### config.mk
export PLATFORM = sky130hd
export DESIGN_NAME = barometer_coefficient_compensation
export DESIGN_NICKNAME = d
export VERILOG_FILES = /design/src/rtl/bcc_pkg.sv /design/src/rtl/barometer_coefficient_compensation.sv /design/src/rtl/bcc_coeff.sv /design/src/rtl/bcc_poly.sv /design/src/rtl/bcc_scale.sv /design/src/rtl/bcc_div.sv
export SDC_FILE = /design/constraint.sdc
export NUM_CORES = 2
export LEC_CHECK = 0
export BUFFER_PORTS_ARGS = -buffer_cell sky130_fd_sc_hd__buf_2
export CORE_MARGIN = 4
export CORE_UTILIZATION = 51
export DETAILED_ROUTE_END_ITERATION = 16
export PLACE_DENSITY = 0.67
export SLEW_MARGIN = 20
export SYNTH_ARGS = -nofsm -noshare
export SYNTH_HDL_FRONTEND = slang
export SYNTH_SLANG_ARGS = --single-unit
export TNS_END_PERCENT = 100
### constraint.sdc
create_clock -name clk -period 8.05 [get_ports clk]
set_clock_uncertainty 0.15 [all_clocks]
set_input_delay 1.61 -clock clk [delete_from_list [all_inputs] [get_ports clk]]
set_output_delay 1.61 -clock clk [all_outputs]
set_load 0.02 [all_outputs]
### src/rtl/bcc_pkg.sv
// Shared types, constants and coefficient decode functions for the
// barometer coefficient compensation block.
// Depends on nothing; every other file of the block imports it.
`default_nettype none

package bcc_pkg;

  localparam int WORD_W     = 16;
  localparam int CFG_IDX_W  = 3;

  // Decoded coefficient widths, all two's complement in Q22.
  localparam int A0_W       = 35;
  localparam int B1_W       = 25;
  localparam int B2_W       = 24;
  localparam int C12_W      = 14;

  // pcomp needs ADC_BITS plus this many bits to hold its full range.
  localparam int PCOMP_EXTRA = 28;
  localparam int Q22_FRAC    = 22;
  localparam int LO_SPLIT    = 20;

  localparam int Q22_W      = 38;
  localparam int CENTI_W    = 21;

  localparam int SCALE_W    = 17;
  localparam logic signed [SCALE_W-1:0] SCALE_NUM = 17'sd65000;
  localparam logic [SCALE_W-2:0]        SCALE_MAG = 16'd65000;

  // The divider works on a biased, clamped value: quotients span 0 to 2^22.
  localparam int Q_HALF_LOG2 = 21;
  localparam int Q_W         = 23;
  localparam int CENTI_BIAS  = 50000;
  localparam int FOLDS_PER_STAGE = 2;

  // Accept edge to the edge at which the result word is sampled.
  localparam int PIPE_DEPTH = 10;

  localparam logic signed [Q22_W-1:0]   Q22_MAX   = {1'b0, {(Q22_W-1){1'b1}}};
  localparam logic signed [Q22_W-1:0]   Q22_MIN   = {1'b1, {(Q22_W-1){1'b0}}};
  localparam logic signed [CENTI_W-1:0] CENTI_MAX = {1'b0, {(CENTI_W-1){1'b1}}};
  localparam logic signed [CENTI_W-1:0] CENTI_MIN = {1'b1, {(CENTI_W-1){1'b0}}};

  typedef enum logic [CFG_IDX_W-1:0] {
    CFG_OFFSET  = 3'd0,
    CFG_P_SLOPE = 3'd1,
    CFG_T_SLOPE = 3'd2,
    CFG_CROSS   = 3'd3
  } cfg_reg_t;

  typedef struct packed {
    logic signed [A0_W-1:0]  a0;
    logic signed [B1_W-1:0]  b1;
    logic signed [B2_W-1:0]  b2;
    logic signed [C12_W-1:0] c12;
  } coeff_t;

  // Magnitude bits 14:0 of a two's complement word.
  function automatic logic [14:0] coeff_mag(input logic [WORD_W-1:0] w);
    logic [WORD_W-1:0] m;
    m = w[WORD_W-1] ? (~w + WORD_W'(1)) : w;
    return m[14:0];
  endfunction

  function automatic logic signed [A0_W-1:0] dec_a0(input logic [WORD_W-1:0] w);
    logic signed [A0_W-1:0] v;
    v = $signed({1'b0, coeff_mag(w), 19'd0});
    return w[WORD_W-1] ? -v : v;
  endfunction

  function automatic logic signed [B1_W-1:0] dec_b1(input logic [WORD_W-1:0] w);
    logic signed [B1_W-1:0] v;
    v = $signed({1'b0, coeff_mag(w), 9'd0});
    return w[WORD_W-1] ? -v : v;
  endfunction

  function automatic logic signed [B2_W-1:0] dec_b2(input logic [WORD_W-1:0] w);
    logic signed [B2_W-1:0] v;
    v = $signed({1'b0, coeff_mag(w), 8'd0});
    return w[WORD_W-1] ? -v : v;
  endfunction

  function automatic logic signed [C12_W-1:0] dec_c12(input logic [WORD_W-1:0] w);
    logic [14:0]             m;
    logic signed [C12_W-1:0] v;
    m = coeff_mag(w);
    v = $signed({1'b0, m[14:2]});
    return w[WORD_W-1] ? -v : v;
  endfunction

endpackage

`default_nettype wire

### src/rtl/barometer_coefficient_compensation.sv
// Top level of the barometer coefficient compensation block.
// Depends on bcc_pkg, bcc_coeff, bcc_poly, bcc_scale and bcc_div.
`default_nettype none

// The block turns one raw pressure and temperature word pair into the
// compensated pressure count pcomp = a0 + (b1 + c12*t)*p + b2*t, exact in Q22,
// and into the pressure in hundredths of hPa, pcomp*65000/(2^ADC_BITS-1)
// + 50000 rounded toward negative infinity. The counts p and t are the top
// ADC_BITS bits of each word. The four coefficient words are written through
// the cfg port (index 0 a0, 1 b1, 2 b2, 3 c12; other indexes are ignored) and
// are decoded into Q22 as they are written; they may only change while no
// word is in flight. The block takes a new word pair in every clock cycle:
// busy never rises, and a word pair is taken whenever start is high. Each
// result word appears on the out_ ports for one cycle with out_valid high,
// in input order, after it has passed through every stage of the pipeline:
// three stages for the polynomial, three for the scaling by 65000 and the
// clamp, and four for the folding divider by 2^ADC_BITS-1, its final
// correction and the output saturation. The receiver cannot stall the
// block, so a result word must be taken in the cycle it is shown. Between
// strobes the out_ fields hold the last word. Both outputs saturate to
// their widths where a larger ADC_BITS could push them out of range.
module barometer_coefficient_compensation
  import bcc_pkg::*;
#(
  parameter int ADC_BITS = 10
)(
  input  wire logic                   clk,
  input  wire logic                   rst_n,
  // Input word: taken at an edge with start high and busy low.
  input  wire logic                   start,
  output logic                        busy,
  input  wire logic [WORD_W-1:0]      in_pressure_adc_word,
  input  wire logic [WORD_W-1:0]      in_temperature_adc_word,
  // Result word: one cycle, marked by out_valid.
  output logic                        out_valid,
  output logic signed [Q22_W-1:0]     out_compensated_q22,
  output logic signed [CENTI_W-1:0]   out_pressure_centi_hpa,
  // Coefficient writes.
  input  wire logic                   cfg_we,
  input  wire logic [CFG_IDX_W-1:0]   cfg_index,
  input  wire logic [WORD_W-1:0]      cfg_wdata
);

  localparam int PCOMP_W = ADC_BITS + PCOMP_EXTRA;
  localparam int UW      = Q22_FRAC + ADC_BITS;

  coeff_t                    coeff;
  logic                      in_go;
  logic                      pcomp_valid;
  logic signed [PCOMP_W-1:0] pcomp;
  logic                      scaled_valid;
  logic [UW-1:0]             scaled;
  logic signed [Q22_W-1:0]   q22_sat;

  // Every stage advances in every cycle, so there is never a reason to refuse.
  assign busy  = 1'b0;
  assign in_go = start && !busy;

  bcc_coeff u_coeff (
    .clk       (clk),
    .rst_n     (rst_n),
    .cfg_we    (cfg_we),
    .cfg_index (cfg_index),
    .cfg_wdata (cfg_wdata),
    .coeff     (coeff)
  );

  // Stages 1 to 3: temperature products, slope times pressure, final sum.
  bcc_poly #(.ADC_BITS(ADC_BITS)) u_poly (
    .clk              (clk),
    .rst_n            (rst_n),
    .in_go            (in_go),
    .pressure_word    (in_pressure_adc_word),
    .temperature_word (in_temperature_adc_word),
    .coeff            (coeff),
    .pcomp_valid      (pcomp_valid),
    .pcomp            (pcomp)
  );

  // Stages 4 to 6: times 65000 in two partial products, floor by 2^22,
  // clamp and bias; the Q22 output is saturated alongside.
  bcc_scale #(.ADC_BITS(ADC_BITS)) u_scale (
    .clk          (clk),
    .rst_n        (rst_n),
    .pcomp_valid  (pcomp_valid),
    .pcomp        (pcomp),
    .scaled_valid (scaled_valid),
    .scaled       (scaled),
    .q22_sat      (q22_sat)
  );

  // Stages 7 to 10: two folds per stage, correction, bias and saturation.
  bcc_div #(.ADC_BITS(ADC_BITS)) u_div (
    .clk                    (clk),
    .rst_n                  (rst_n),
    .scaled_valid           (scaled_valid),
    .scaled                 (scaled),
    .q22_sat                (q22_sat),
    .out_valid              (out_valid),
    .out_compensated_q22    (out_compensated_q22),
    .out_pressure_centi_hpa (out_pressure_centi_hpa)
  );

endmodule

`default_nettype wire

### src/rtl/bcc_coeff.sv
// Coefficient register file: decodes each written word into Q22 at write time.
// Depends on bcc_pkg.
`default_nettype none

module bcc_coeff
  import bcc_pkg::*;
(
  input  wire logic                 clk,
  input  wire logic                 rst_n,
  input  wire logic                 cfg_we,
  input  wire logic [CFG_IDX_W-1:0] cfg_index,
  input  wire logic [WORD_W-1:0]    cfg_wdata,
  output coeff_t                    coeff
);

  coeff_t coeff_r, coeff_nxt;

  always_comb begin
    coeff_nxt = coeff_r;
    if (cfg_we) begin
      case (cfg_index)
        CFG_OFFSET:  coeff_nxt.a0  = dec_a0(cfg_wdata);
        CFG_P_SLOPE: coeff_nxt.b1  = dec_b1(cfg_wdata);
        CFG_T_SLOPE: coeff_nxt.b2  = dec_b2(cfg_wdata);
        CFG_CROSS:   coeff_nxt.c12 = dec_c12(cfg_wdata);
        default:     coeff_nxt = coeff_r;
      endcase
    end
  end

  // A zero word decodes to zero, so clearing the decoded form is the reset value.
  always_ff @(posedge clk) begin
    if (!rst_n) begin
      coeff_r <= '0;
    end else begin
      coeff_r <= coeff_nxt;
    end
  end

  assign coeff = coeff_r;

endmodule

`default_nettype wire

### src/rtl/bcc_poly.sv
// Polynomial stages: pcomp = a0 + (b1 + c12*t)*p + b2*t over three registers.
// Depends on bcc_pkg.
`default_nettype none

module bcc_poly
  import bcc_pkg::*;
#(
  parameter int ADC_BITS = 10
)(
  input  wire logic                                clk,
  input  wire logic                                rst_n,
  input  wire logic                                in_go,
  input  wire logic [WORD_W-1:0]                   pressure_word,
  input  wire logic [WORD_W-1:0]                   temperature_word,
  input  wire coeff_t                              coeff,
  output logic                                     pcomp_valid,
  output logic signed [ADC_BITS+PCOMP_EXTRA-1:0]   pcomp
);

  localparam int PCOMP_W = ADC_BITS + PCOMP_EXTRA;
  localparam int TS_W    = ADC_BITS + 1;
  localparam int CT_W    = C12_W + TS_W;
  localparam int B2T_W   = B2_W + TS_W;
  localparam int SUM_W   = ((B1_W > CT_W) ? B1_W : CT_W) + 1;
  localparam int MUL_W   = SUM_W + TS_W;
  localparam int AB_W    = ((A0_W > B2T_W) ? A0_W : B2T_W) + 1;

  logic [ADC_BITS-1:0]      p_cnt, t_cnt;
  logic signed [TS_W-1:0]   t_s;
  logic signed [CT_W-1:0]   ct;
  logic signed [B2T_W-1:0]  b2t;
  logic signed [SUM_W-1:0]  sum;
  logic signed [MUL_W-1:0]  mul;
  logic signed [AB_W-1:0]   ab;

  logic                     v1_r, v2_r, v3_r;
  logic [ADC_BITS-1:0]      p1_r;
  logic signed [CT_W-1:0]   ct1_r;
  logic signed [B2T_W-1:0]  b2t1_r;
  logic signed [MUL_W-1:0]  mul2_r;
  logic signed [AB_W-1:0]   ab2_r;
  logic signed [PCOMP_W-1:0] pcomp3_r;

  // Counts sit in the top bits of each raw word.
  assign p_cnt = pressure_word[WORD_W-1 -: ADC_BITS];
  assign t_cnt = temperature_word[WORD_W-1 -: ADC_BITS];
  assign t_s   = $signed({1'b0, t_cnt});

  // Stage 1: the two products that depend on the temperature only.
  assign ct  = CT_W'($signed(coeff.c12)) * CT_W'(t_s);
  assign b2t = B2T_W'($signed(coeff.b2)) * B2T_W'(t_s);

  // Stage 2: slope times pressure, and the offset term.
  assign sum = SUM_W'($signed(coeff.b1)) + SUM_W'(ct1_r);
  assign mul = MUL_W'(sum) * MUL_W'($signed({1'b0, p1_r}));
  assign ab  = AB_W'($signed(coeff.a0)) + AB_W'(b2t1_r);

  always_ff @(posedge clk) begin
    if (!rst_n) begin
      v1_r <= 1'b0;
      v2_r <= 1'b0;
      v3_r <= 1'b0;
    end else begin
      v1_r <= in_go;
      v2_r <= v1_r;
      v3_r <= v2_r;
    end
  end

  always_ff @(posedge clk) begin
    p1_r     <= p_cnt;
    ct1_r    <= ct;
    b2t1_r   <= b2t;
    mul2_r   <= mul;
    ab2_r    <= ab;
    // The true sum always fits PCOMP_W, so dropping upper sign bits is exact.
    pcomp3_r <= PCOMP_W'(mul2_r) + PCOMP_W'(ab2_r);
  end

  assign pcomp_valid = v3_r;
  assign pcomp       = pcomp3_r;

endmodule

`default_nettype wire

### src/rtl/bcc_scale.sv
// Scaling stages: pcomp*65000 floored by 2^22, clamped and biased for the
// divider, plus saturation of the Q22 output. Depends on bcc_pkg.
`default_nettype none

module bcc_scale
  import bcc_pkg::*;
#(
  parameter int ADC_BITS = 10
)(
  input  wire logic                               clk,
  input  wire logic                               rst_n,
  input  wire logic                               pcomp_valid,
  input  wire logic signed [ADC_BITS+PCOMP_EXTRA-1:0] pcomp,
  output logic                                    scaled_valid,
  output logic [Q22_FRAC+ADC_BITS-1:0]            scaled,
  output logic signed [Q22_W-1:0]                 q22_sat
);

  localparam int PCOMP_W = ADC_BITS + PCOMP_EXTRA;
  localparam int HI_W    = PCOMP_W - LO_SPLIT;
  localparam int HP_W    = HI_W + SCALE_W;
  localparam int LP_W    = LO_SPLIT + SCALE_W - 1;
  localparam int XW      = PCOMP_W + SCALE_W;
  localparam int NW      = XW - Q22_FRAC;
  localparam int VW      = NW + 1;
  localparam int UW      = Q22_FRAC + ADC_BITS;
  localparam int SAT_W   = (PCOMP_W > Q22_W) ? PCOMP_W : Q22_W;
  localparam longint FS  = (longint'(1) << ADC_BITS) - 1;
  localparam longint BIAS = FS << Q_HALF_LOG2;
  localparam logic signed [VW-1:0] BIAS_S = VW'(BIAS);
  localparam logic signed [VW-1:0] SPAN_S = VW'(2 * BIAS);

  logic signed [HI_W-1:0]   hi;
  logic [LO_SPLIT-1:0]      lo;
  logic signed [HP_W-1:0]   hp;
  logic [LP_W-1:0]          lp;
  logic signed [SAT_W-1:0]  pe;
  logic signed [Q22_W-1:0]  q22;
  logic signed [XW-1:0]     x;
  logic signed [VW-1:0]     vb;
  logic [UW-1:0]            u;

  logic                     v4_r, v5_r, v6_r;
  logic signed [HP_W-1:0]   hp4_r;
  logic [LP_W-1:0]          lp4_r;
  logic signed [Q22_W-1:0]  q22_4_r, q22_5_r, q22_6_r;
  logic signed [NW-1:0]     n5_r;
  logic [UW-1:0]            u6_r;

  // Stage 4: the product is split into two partial products of about 20x17.
  assign hi = $signed(pcomp[PCOMP_W-1:LO_SPLIT]);
  assign lo = pcomp[LO_SPLIT-1:0];
  assign hp = HP_W'(hi) * HP_W'(SCALE_NUM);
  assign lp = LP_W'(lo) * LP_W'(SCALE_MAG);

  assign pe = SAT_W'(pcomp);
  always_comb begin
    if (pe > SAT_W'(Q22_MAX)) begin
      q22 = Q22_MAX;
    end else if (pe < SAT_W'(Q22_MIN)) begin
      q22 = Q22_MIN;
    end else begin
      q22 = Q22_W'(pe);
    end
  end

  // Stage 5: recombine and floor by 2^22 with an arithmetic shift.
  assign x = (XW'(hp4_r) <<< LO_SPLIT) + $signed(XW'(lp4_r));

  // Stage 6: beyond plus or minus 2^21 quotients the pressure saturates anyway,
  // so the value is clamped there and biased to be non-negative.
  assign vb = VW'(n5_r) + BIAS_S;
  always_comb begin
    if (vb[VW-1]) begin
      u = '0;
    end else if (vb > SPAN_S) begin
      u = UW'(SPAN_S);
    end else begin
      u = UW'(vb);
    end
  end

  always_ff @(posedge clk) begin
    if (!rst_n) begin
      v4_r <= 1'b0;
      v5_r <= 1'b0;
      v6_r <= 1'b0;
    end else begin
      v4_r <= pcomp_valid;
      v5_r <= v4_r;
      v6_r <= v5_r;
    end
  end

  always_ff @(posedge clk) begin
    hp4_r   <= hp;
    lp4_r   <= lp;
    q22_4_r <= q22;
    n5_r    <= x[XW-1:Q22_FRAC];
    q22_5_r <= q22_4_r;
    u6_r    <= u;
    q22_6_r <= q22_5_r;
  end

  assign scaled_valid = v6_r;
  assign scaled       = u6_r;
  assign q22_sat      = q22_6_r;

endmodule

`default_nettype wire

### src/rtl/bcc_div.sv
// Divider by 2^ADC_BITS-1 using digit folding, then bias and saturation of
// the pressure output and the output word registers. Depends on bcc_pkg.
`default_nettype none

module bcc_div
  import bcc_pkg::*;
#(
  parameter int ADC_BITS = 10
)(
  input  wire logic                          clk,
  input  wire logic                          rst_n,
  input  wire logic                          scaled_valid,
  input  wire logic [Q22_FRAC+ADC_BITS-1:0]  scaled,
  input  wire logic signed [Q22_W-1:0]       q22_sat,
  output logic                               out_valid,
  output logic signed [Q22_W-1:0]            out_compensated_q22,
  output logic signed [CENTI_W-1:0]          out_pressure_centi_hpa
);

  localparam int UW   = Q22_FRAC + ADC_BITS;
  localparam int VM_W = Q_W;
  localparam int VN_W = ADC_BITS + 1;
  localparam int CW   = Q_W + 1;
  localparam int FS   = (1 << ADC_BITS) - 1;
  localparam int CENTI_OFFSET = (1 << Q_HALF_LOG2) - CENTI_BIAS;

  logic [UW-1:0]            v7;
  logic [Q_W-1:0]           q7;
  logic [VM_W-1:0]          v8;
  logic [Q_W-1:0]           q8;
  logic [Q_W-1:0]           qf;
  logic signed [CW-1:0]     centi_w;
  logic signed [CENTI_W-1:0] centi;

  logic                     v7_r, v8_r, v9_r, out_valid_r;
  logic [VM_W-1:0]          rem7_r;
  logic [Q_W-1:0]           q7_r, q8_r, qf9_r;
  logic [VN_W-1:0]          rem8_r;
  logic signed [Q22_W-1:0]  q22_7_r, q22_8_r, q22_9_r, q22_out_r;
  logic signed [CENTI_W-1:0] centi_out_r;

  // Writing v = a*2^k + b gives v = a*(2^k-1) + (a+b): each fold moves a into
  // the quotient and leaves a remainder about k bits shorter.
  always_comb begin
    v7 = scaled;
    q7 = '0;
    for (int i = 0; i < FOLDS_PER_STAGE; i++) begin
      q7 = q7 + Q_W'(v7 >> ADC_BITS);
      v7 = (v7 >> ADC_BITS) + (v7 & UW'(FS));
    end
  end

  always_comb begin
    v8 = rem7_r;
    q8 = q7_r;
    for (int i = 0; i < FOLDS_PER_STAGE; i++) begin
      q8 = q8 + Q_W'(v8 >> ADC_BITS);
      v8 = (v8 >> ADC_BITS) + (v8 & VM_W'(FS));
    end
  end

  // After four folds the remainder is below 2^(k+1), so at most two more
  // divisor multiples are left in it.
  always_comb begin
    if (rem8_r >= VN_W'(2 * FS)) begin
      qf = q8_r + Q_W'(2);
    end else if (rem8_r >= VN_W'(FS)) begin
      qf = q8_r + Q_W'(1);
    end else begin
      qf = q8_r;
    end
  end

  assign centi_w = $signed({1'b0, qf9_r}) - CW'(CENTI_OFFSET);
  always_comb begin
    if (centi_w > CW'(CENTI_MAX)) begin
      centi = CENTI_MAX;
    end else if (centi_w < CW'(CENTI_MIN)) begin
      centi = CENTI_MIN;
    end else begin
      centi = CENTI_W'(centi_w);
    end
  end

  always_ff @(posedge clk) begin
    if (!rst_n) begin
      v7_r        <= 1'b0;
      v8_r        <= 1'b0;
      v9_r        <= 1'b0;
      out_valid_r <= 1'b0;
    end else begin
      v7_r        <= scaled_valid;
      v8_r        <= v7_r;
      v9_r        <= v8_r;
      out_valid_r <= v9_r;
    end
  end

  always_ff @(posedge clk) begin
    rem7_r  <= VM_W'(v7);
    q7_r    <= q7;
    q22_7_r <= q22_sat;
    rem8_r  <= VN_W'(v8);
    q8_r    <= q8;
    q22_8_r <= q22_7_r;
    qf9_r   <= qf;
    q22_9_r <= q22_8_r;
    // The output word holds between strobes.
    if (v9_r) begin
      q22_out_r   <= q22_9_r;
      centi_out_r <= centi;
    end
  end

  assign out_valid              = out_valid_r;
  assign out_compensated_q22    = q22_out_r;
  assign out_pressure_centi_hpa = centi_out_r;

endmodule

`default_nettype wire

-- Word level (Yosys, flattened, before mapping)
Cells that the tools add are included.
- flip-flop bits (word level): 809
- output and inout port bits: 61
- reductions and logical operators: 6
- multipliers: 5
- order comparisons: 7
- equal/unequal tests: 3
- add/subtract/negate cells: 20
- bitwise operators: 1
- multiplexer cells: 10
- operator list (operator ; count):
    adder 55 x 37 -> 55 bit ; 1
    adder 22 x 10 -> 23 bit ; 2
    adder 23 x 13 -> 23 bit ; 2
    2-to-1 mux 23 bit ; 2
    adder 37 x 36 -> 38 bit ; 1
    > comparator 38 bit, second input constant ; 1
    < comparator 38 bit, second input constant ; 1
    2-to-1 mux 38 bit ; 1
    multiplier 26 x 11 -> 37 bit ; 1
    adder 35 x 35 -> 36 bit ; 1
    multiplier 24 x 11 -> 35 bit ; 1
    2-to-1 mux 35 bit ; 1
    negation 34 -> 35 bit ; 1
    adder 33 x 32 -> 34 bit, second input constant ; 1
    > comparator 34 x 33 -> 1 bit, second input constant ; 1
    multiplier 20 x 13 -> 33 bit, second input constant ; 1
    multiplier 18 x 14 -> 32 bit, second input constant ; 1
    2-to-1 mux 32 bit ; 1
    adder 25 x 25 -> 26 bit ; 1
    multiplier 14 x 11 -> 25 bit ; 1
    2-to-1 mux 25 bit ; 1
    negation 24 -> 25 bit ; 1
    > comparator 24 x 21 -> 1 bit, second input constant ; 1
    < comparator 24 x 21 -> 1 bit, second input constant ; 1
    21 further kinds ; 25

-- Logic depth before layout (Yosys ltp)
- word-level depth: 5
- depth in mapped cells: 32

-- Hierarchy
Synthesis repeated with hierarchy kept, for this count alone.
- cells, all modules: 6451
- area total of the unflattened synthesis: 62751.4 um2
- by module, submodules not included (module ; area each (um2) ; cells an instance ; times used):
    bcc_poly ; 31156.1 ; 3437 ; 1
    bcc_scale ; 17987.3 ; 1745 ; 1
    bcc_div ; 9794.4 ; 795 ; 1
    bcc_coeff ; 3802.4 ; 472 ; 1
    barometer_coefficient_compensation ; 11.3 ; 2 ; 1

-- Worst setup path after synthesis
OpenSTA, ideal clock, no wires.
- path type: register to register
- from: reg u_coeff.coeff_r (netlist bit u_coeff.coeff[47])
- to: reg u_poly.mul2_r[34]
- required time: 7828 ps
- clock period less this slack: 7252 ps
- data arrival time: 7030 ps
- path slack: 798 ps
- setup time: 72 ps
- stages on the path, launching flop included: 32
- path through: dfxtp_1 ha_1 fa_1 a21o_1 a21oi_1 o21ai_0 nand2_1 a21oi_1 a311oi_1 or3_1 a41o_1 clkbuf_1 nand2_1 fa_1 fa_1 inv_1 fa_1 fa_1 inv_1 fa_1 inv_1 ha_1 clkbuf_1 a21o_1 a21oi_1 o21bai_1 a21o_1 a21o_1 a21oi_1 nor2_1 a311oi_1 xnor2_1
- longest elaborated chain between the ends: 2
- ends and longest elaborated chain (what ; line ; source):
    from (decl) ; bcc_coeff.sv:16 ; coeff_t coeff_r, coeff_nxt;
    from (signal assigned) ; bcc_coeff.sv:36 ; coeff_r <= coeff_nxt;
    adder 25 x 25 -> 26 bit ; bcc_poly.sv:54 ; assign sum = SUM_W'($signed(coeff.b1)) + SUM_W'(ct1_r);
    multiplier 26 x 11 -> 37 bit ; bcc_poly.sv:55 ; assign mul = MUL_W'(sum) * MUL_W'($signed({1'b0, p1_r}));
    named net u_poly.mul[34] ; bcc_poly.sv:33 ; logic signed [MUL_W-1:0] mul;
    to (signal assigned) ; bcc_poly.sv:74 ; mul2_r <= mul;
    to (decl) ; bcc_poly.sv:40 ; logic signed [MUL_W-1:0] mul2_r;
The timed path passes the listed nets, and every way through them passes these cells.
A chain may end at the register's enable or synchronous reset.

-- Worst setup path after layout
- from: reg u_coeff.coeff_r (netlist bit u_coeff.coeff[47])
- to: reg u_poly.mul2_r[33]
Same word-level chain as after synthesis.

==> impl_metrics.json <==
{
  "outcome": "completed",
  "hpwl_um": 89400,
  "clock_latency_ps": 680,
  "ys_warn_count": 0,
  "timing.hold.ws_ps": 124,
  "synth_top_cell_by_area": "fa_1",
  "ios": 116,
  "max_slew_margin": 0.230,
  "drtAntennaViolNets": 0,
  "setup_tns_ps": 0,
  "tightest_slew_ps": 1150,
  "required_ps": 8450,
  "cts_buffers": 81,
  "grt_max_degree": 53,
  "fmax_mhz": 132,
  "ff2ff_path_depth": 27,
  "drtPass1Iterations": 6,
  "synthArstFlopShare": 0,
  "grt_overflow": 0,
  "drtIter0Drc": 1600,
  "synth.distinct_cells": 89,
  "grt_pass1_wl_um": 191000,
  "synth_edf_count": 59,
  "cts.htree.levels": 3,
  "die_h_um": 341,
  "initial_core_util": 0.516,
  "dp_cells": 7029,
  "finalMaxSlewViolations": 0,
  "final_cells": 7176,
  "cts_tree": "done",
  "min_to": "u_poly.ab2_r[15]",
  "antenna_found_initial": 0,
  "final_nets": 7001,
  "ys_seq_area_frac": 0.269,
  "post_cts_buffers": 0,
  "clockBufferDepth": 3,
  "setup.worst_path.start_class": "flop",
  "via_per_inst": 5.11,
  "hold_depth": 0,
  "crit_type": "flop to flop",
  "areaGrowthSynthToFinish_pct": 8.33,
  "r2r-start": "u_coeff.coeff[47]",
  "max_cap_viol_count": 0,
  "synth.avg_cell_area_um2": 10.1,
  "diodes": 0,
  "cp.arrival_ps": 7980,
  "rsz0062_at_grt": "false",
  "rows": 121,
  "numPortBuffers": 102,
  "hold_viol_final": 0,
  "synthCells": 5605,
  "worstPathMaxFanout": 11,
  "yosys_most_used_dff": "dfxtp_1",
  "fin_util": 0.559,
  "crit_path_end_kind": "flop",
  "synth_area_leaders": "fa_1, dfxtp_1, ha_1",
  "routed_wl_um": 111000,
  "grt_pass1_vias": 39000,
  "ys_ff_latch": 729,
  "dieWidth_um": 341,
  "clk_pin_slew_ps": 60,
  "track_usage": 0.199,
  "holdBufCountCts": 0,
  "drc": 0,
  "synth_top_cell_area_share": 0.279,
  "wl_per_cell_um": 15.5,
  "cts_sinks": 729,
  "gp_congestion": 0.877,
  "netlist_area_mm2": 0.0565,
  "core_area_mm2": 0.109,
  "setup_viol": 0,
  "root_buffer": "clkbuf_16",
  "r2r_end": "u_poly.mul2_r[33]",
  "period_needed_ps": 7590,
  "r2r_slack_ps": 460,
  "hp-class": "flop to flop",
  "num_vias": 36600,
  "fin_crit_sh": 0.942,
  "dieArea_mm2": 0.116,
  "hold_start": "u_poly.b2t1_r[15]",
  "drive_above_1_share": 0.0542
}
[worst max-delay path, cell delays in order (launching register included)]
cell and delay [ps]:
dfxtp_1 310, ha_1 220, fa_1 400, a21o_1 190, a21oi_1 210, o21ai_0 130, nand2_1 90, a21oi_1 110
a311oi_2 390, or3_1 170, a41o_1 320, buf_4 210, and2_1 190, fa_1 570, xor2_1 230, ha_1 370
inv_1 110, fa_1 540, inv_1 50, fa_1 530, inv_1 60, fa_1 540, inv_1 40, ha_1 330
inv_1 180, nor4_1 90, a2111o_1 380, or3b_1 370
[layer usage]
| metal | vias to the layer above | share of wire | routed length [um] | global-route usage |
|---|---|---|---|---|
| met4 | 0 | 0.023 | 2510 | 0.0543 |
| met5 | - | 0 | 0 | 0 |
| met3 | 162 | 0.040 | 4410 | 0.0263 |
| met1 | 18000 | 0.46 | 50700 | 0.265 |
| li1 | 17900 | - | - | - |
| met2 | 590 | 0.48 | 53400 | 0.344 |
[metrics by stage]
| stage | cell area (um^2) | setup slack [ps] |
|---|---|---|
| floorplan | 56500 | 798 |
| global placement | 58300 | 409 |
| detailed placement | 58300 | 320 |
| CTS | 61100 | 324 |
| global route | 61200 | 18.6 |
| finish | 61200 | 464 |
[what timing repair did]
item	CTS	global route
hold endpoints to repair	0	0
resized for setup	0	2
endpoints found under the setup margin	0	5
[state kept, by name, indices dropped and copies added, names as in the netlist, 21 cells and up]
signal	cells
u_coeff.coeff	62
u_div.out_compensated_q22	38
u_div.out_pressure_centi_hpa	21
u_div.q22_7_r	38
u_div.q22_8_r	38
u_div.q22_9_r	38
u_div.q7_r	23
u_div.q8_r	23
u_div.qf9_r	23
u_poly.ab2_r	28
u_poly.b2t1_r	27
u_poly.ct1_r	25
u_poly.mul2_r	37
u_poly.pcomp	38
u_scale.hp4_r	32
u_scale.n5_r	33
u_scale.q22_4_r	38
u_scale.q22_5_r	38
u_scale.q22_sat	38
u_scale.scaled	32
[cell usage after synthesis (9+ instances only)]
cell type	instances
and2_1	360
or3_1	21
nor4_1	12
and3_1	41
clkbuf_1	182
o211ai_1	9
xor2_1	117
nand3_1	76
or2_2	10
nand2b_1	25
nand3b_1	10
ha_1	523
nand4_1	34
o31a_1	10
o21a_1	31
nor2b_1	33
a211oi_1	43
o31ai_1	13
a21o_1	72
xnor2_1	244
dfxtp_1	670
a21boi_0	9
o21bai_1	30
nand2_1	445
edfxtp_1	59
inv_1	933
a31oi_1	32
nor2_1	191
a21oi_1	222
mux2i_1	13
nor3_1	61
o21ai_0	134
fa_1	787
[final cells by class]
class | instances | area, um^2
inverters | 934 | 3510
repair buffers | 137 | 773
clock inverters | 34 | 488
multi-input cells | 3753 | 37100
fillers | 9559 | 48200
flip-flops and latches | 729 | 15200
well taps | 1476 | 1850
clock buffers | 113 | 2300
[worst max path at each step]
stage	end	slack, ps	from
6_report	u_poly.mul2_r[33]	460	u_coeff.coeff[47]
5_1_grt	u_poly.mul2_r[36]	20	u_coeff.coeff[47]
4_1_cts	u_poly.mul2_r[33]	320	u_coeff.coeff[47]
3_5_place_dp	u_poly.b2t1_r[34]	320	in_temperature_adc_word[9]
3_3_place_gp	u_poly.b2t1_r[34]	410	in_temperature_adc_word[9]
2_1_floorplan	u_poly.mul2_r[34]	800	u_coeff.coeff[47]
[layout by cell type, fill, tap and decap left out, types with 25 or more instances in the layout]
cell type	synthesis	routed
a211oi_1	43	43
a21o_1	72	72
a21oi_1	222	222
a31oi_1	32	32
and2_1	360	360
and3_1	41	41
buf_2	3	102
buf_4	1	35
clkbuf_16	0	82
dfxtp_1	670	667
edfxtp_1	59	59
fa_1	787	787
ha_1	523	523
inv_1	933	933
nand2_1	445	445
nand2b_1	25	25
nand3_1	76	76
nand4_1	34	34
nor2_1	191	191
nor2b_1	33	33
nor3_1	61	60
o21a_1	31	31
o21ai_0	134	134
o21bai_1	30	30
xnor2_1	244	244
xor2_1	117	117
[logic make-up after synthesis]
kind of cell / after synthesis / synth area share
fa+ha+maj: 1311 / 0.395
xor+xnor: 363 / 0.0566
other cells: 1 / 0.0000664
simple gates: 1359 / 0.122
mux: 14 / 0.00250
flops: 729 / 0.269
buf+inv: 1124 / 0.0751
compound gates: 704 / 0.0799
Power is left out: the tool's default activity adds up to more than one toggle a clock period on the data nets, which glitch-free logic cannot reach.
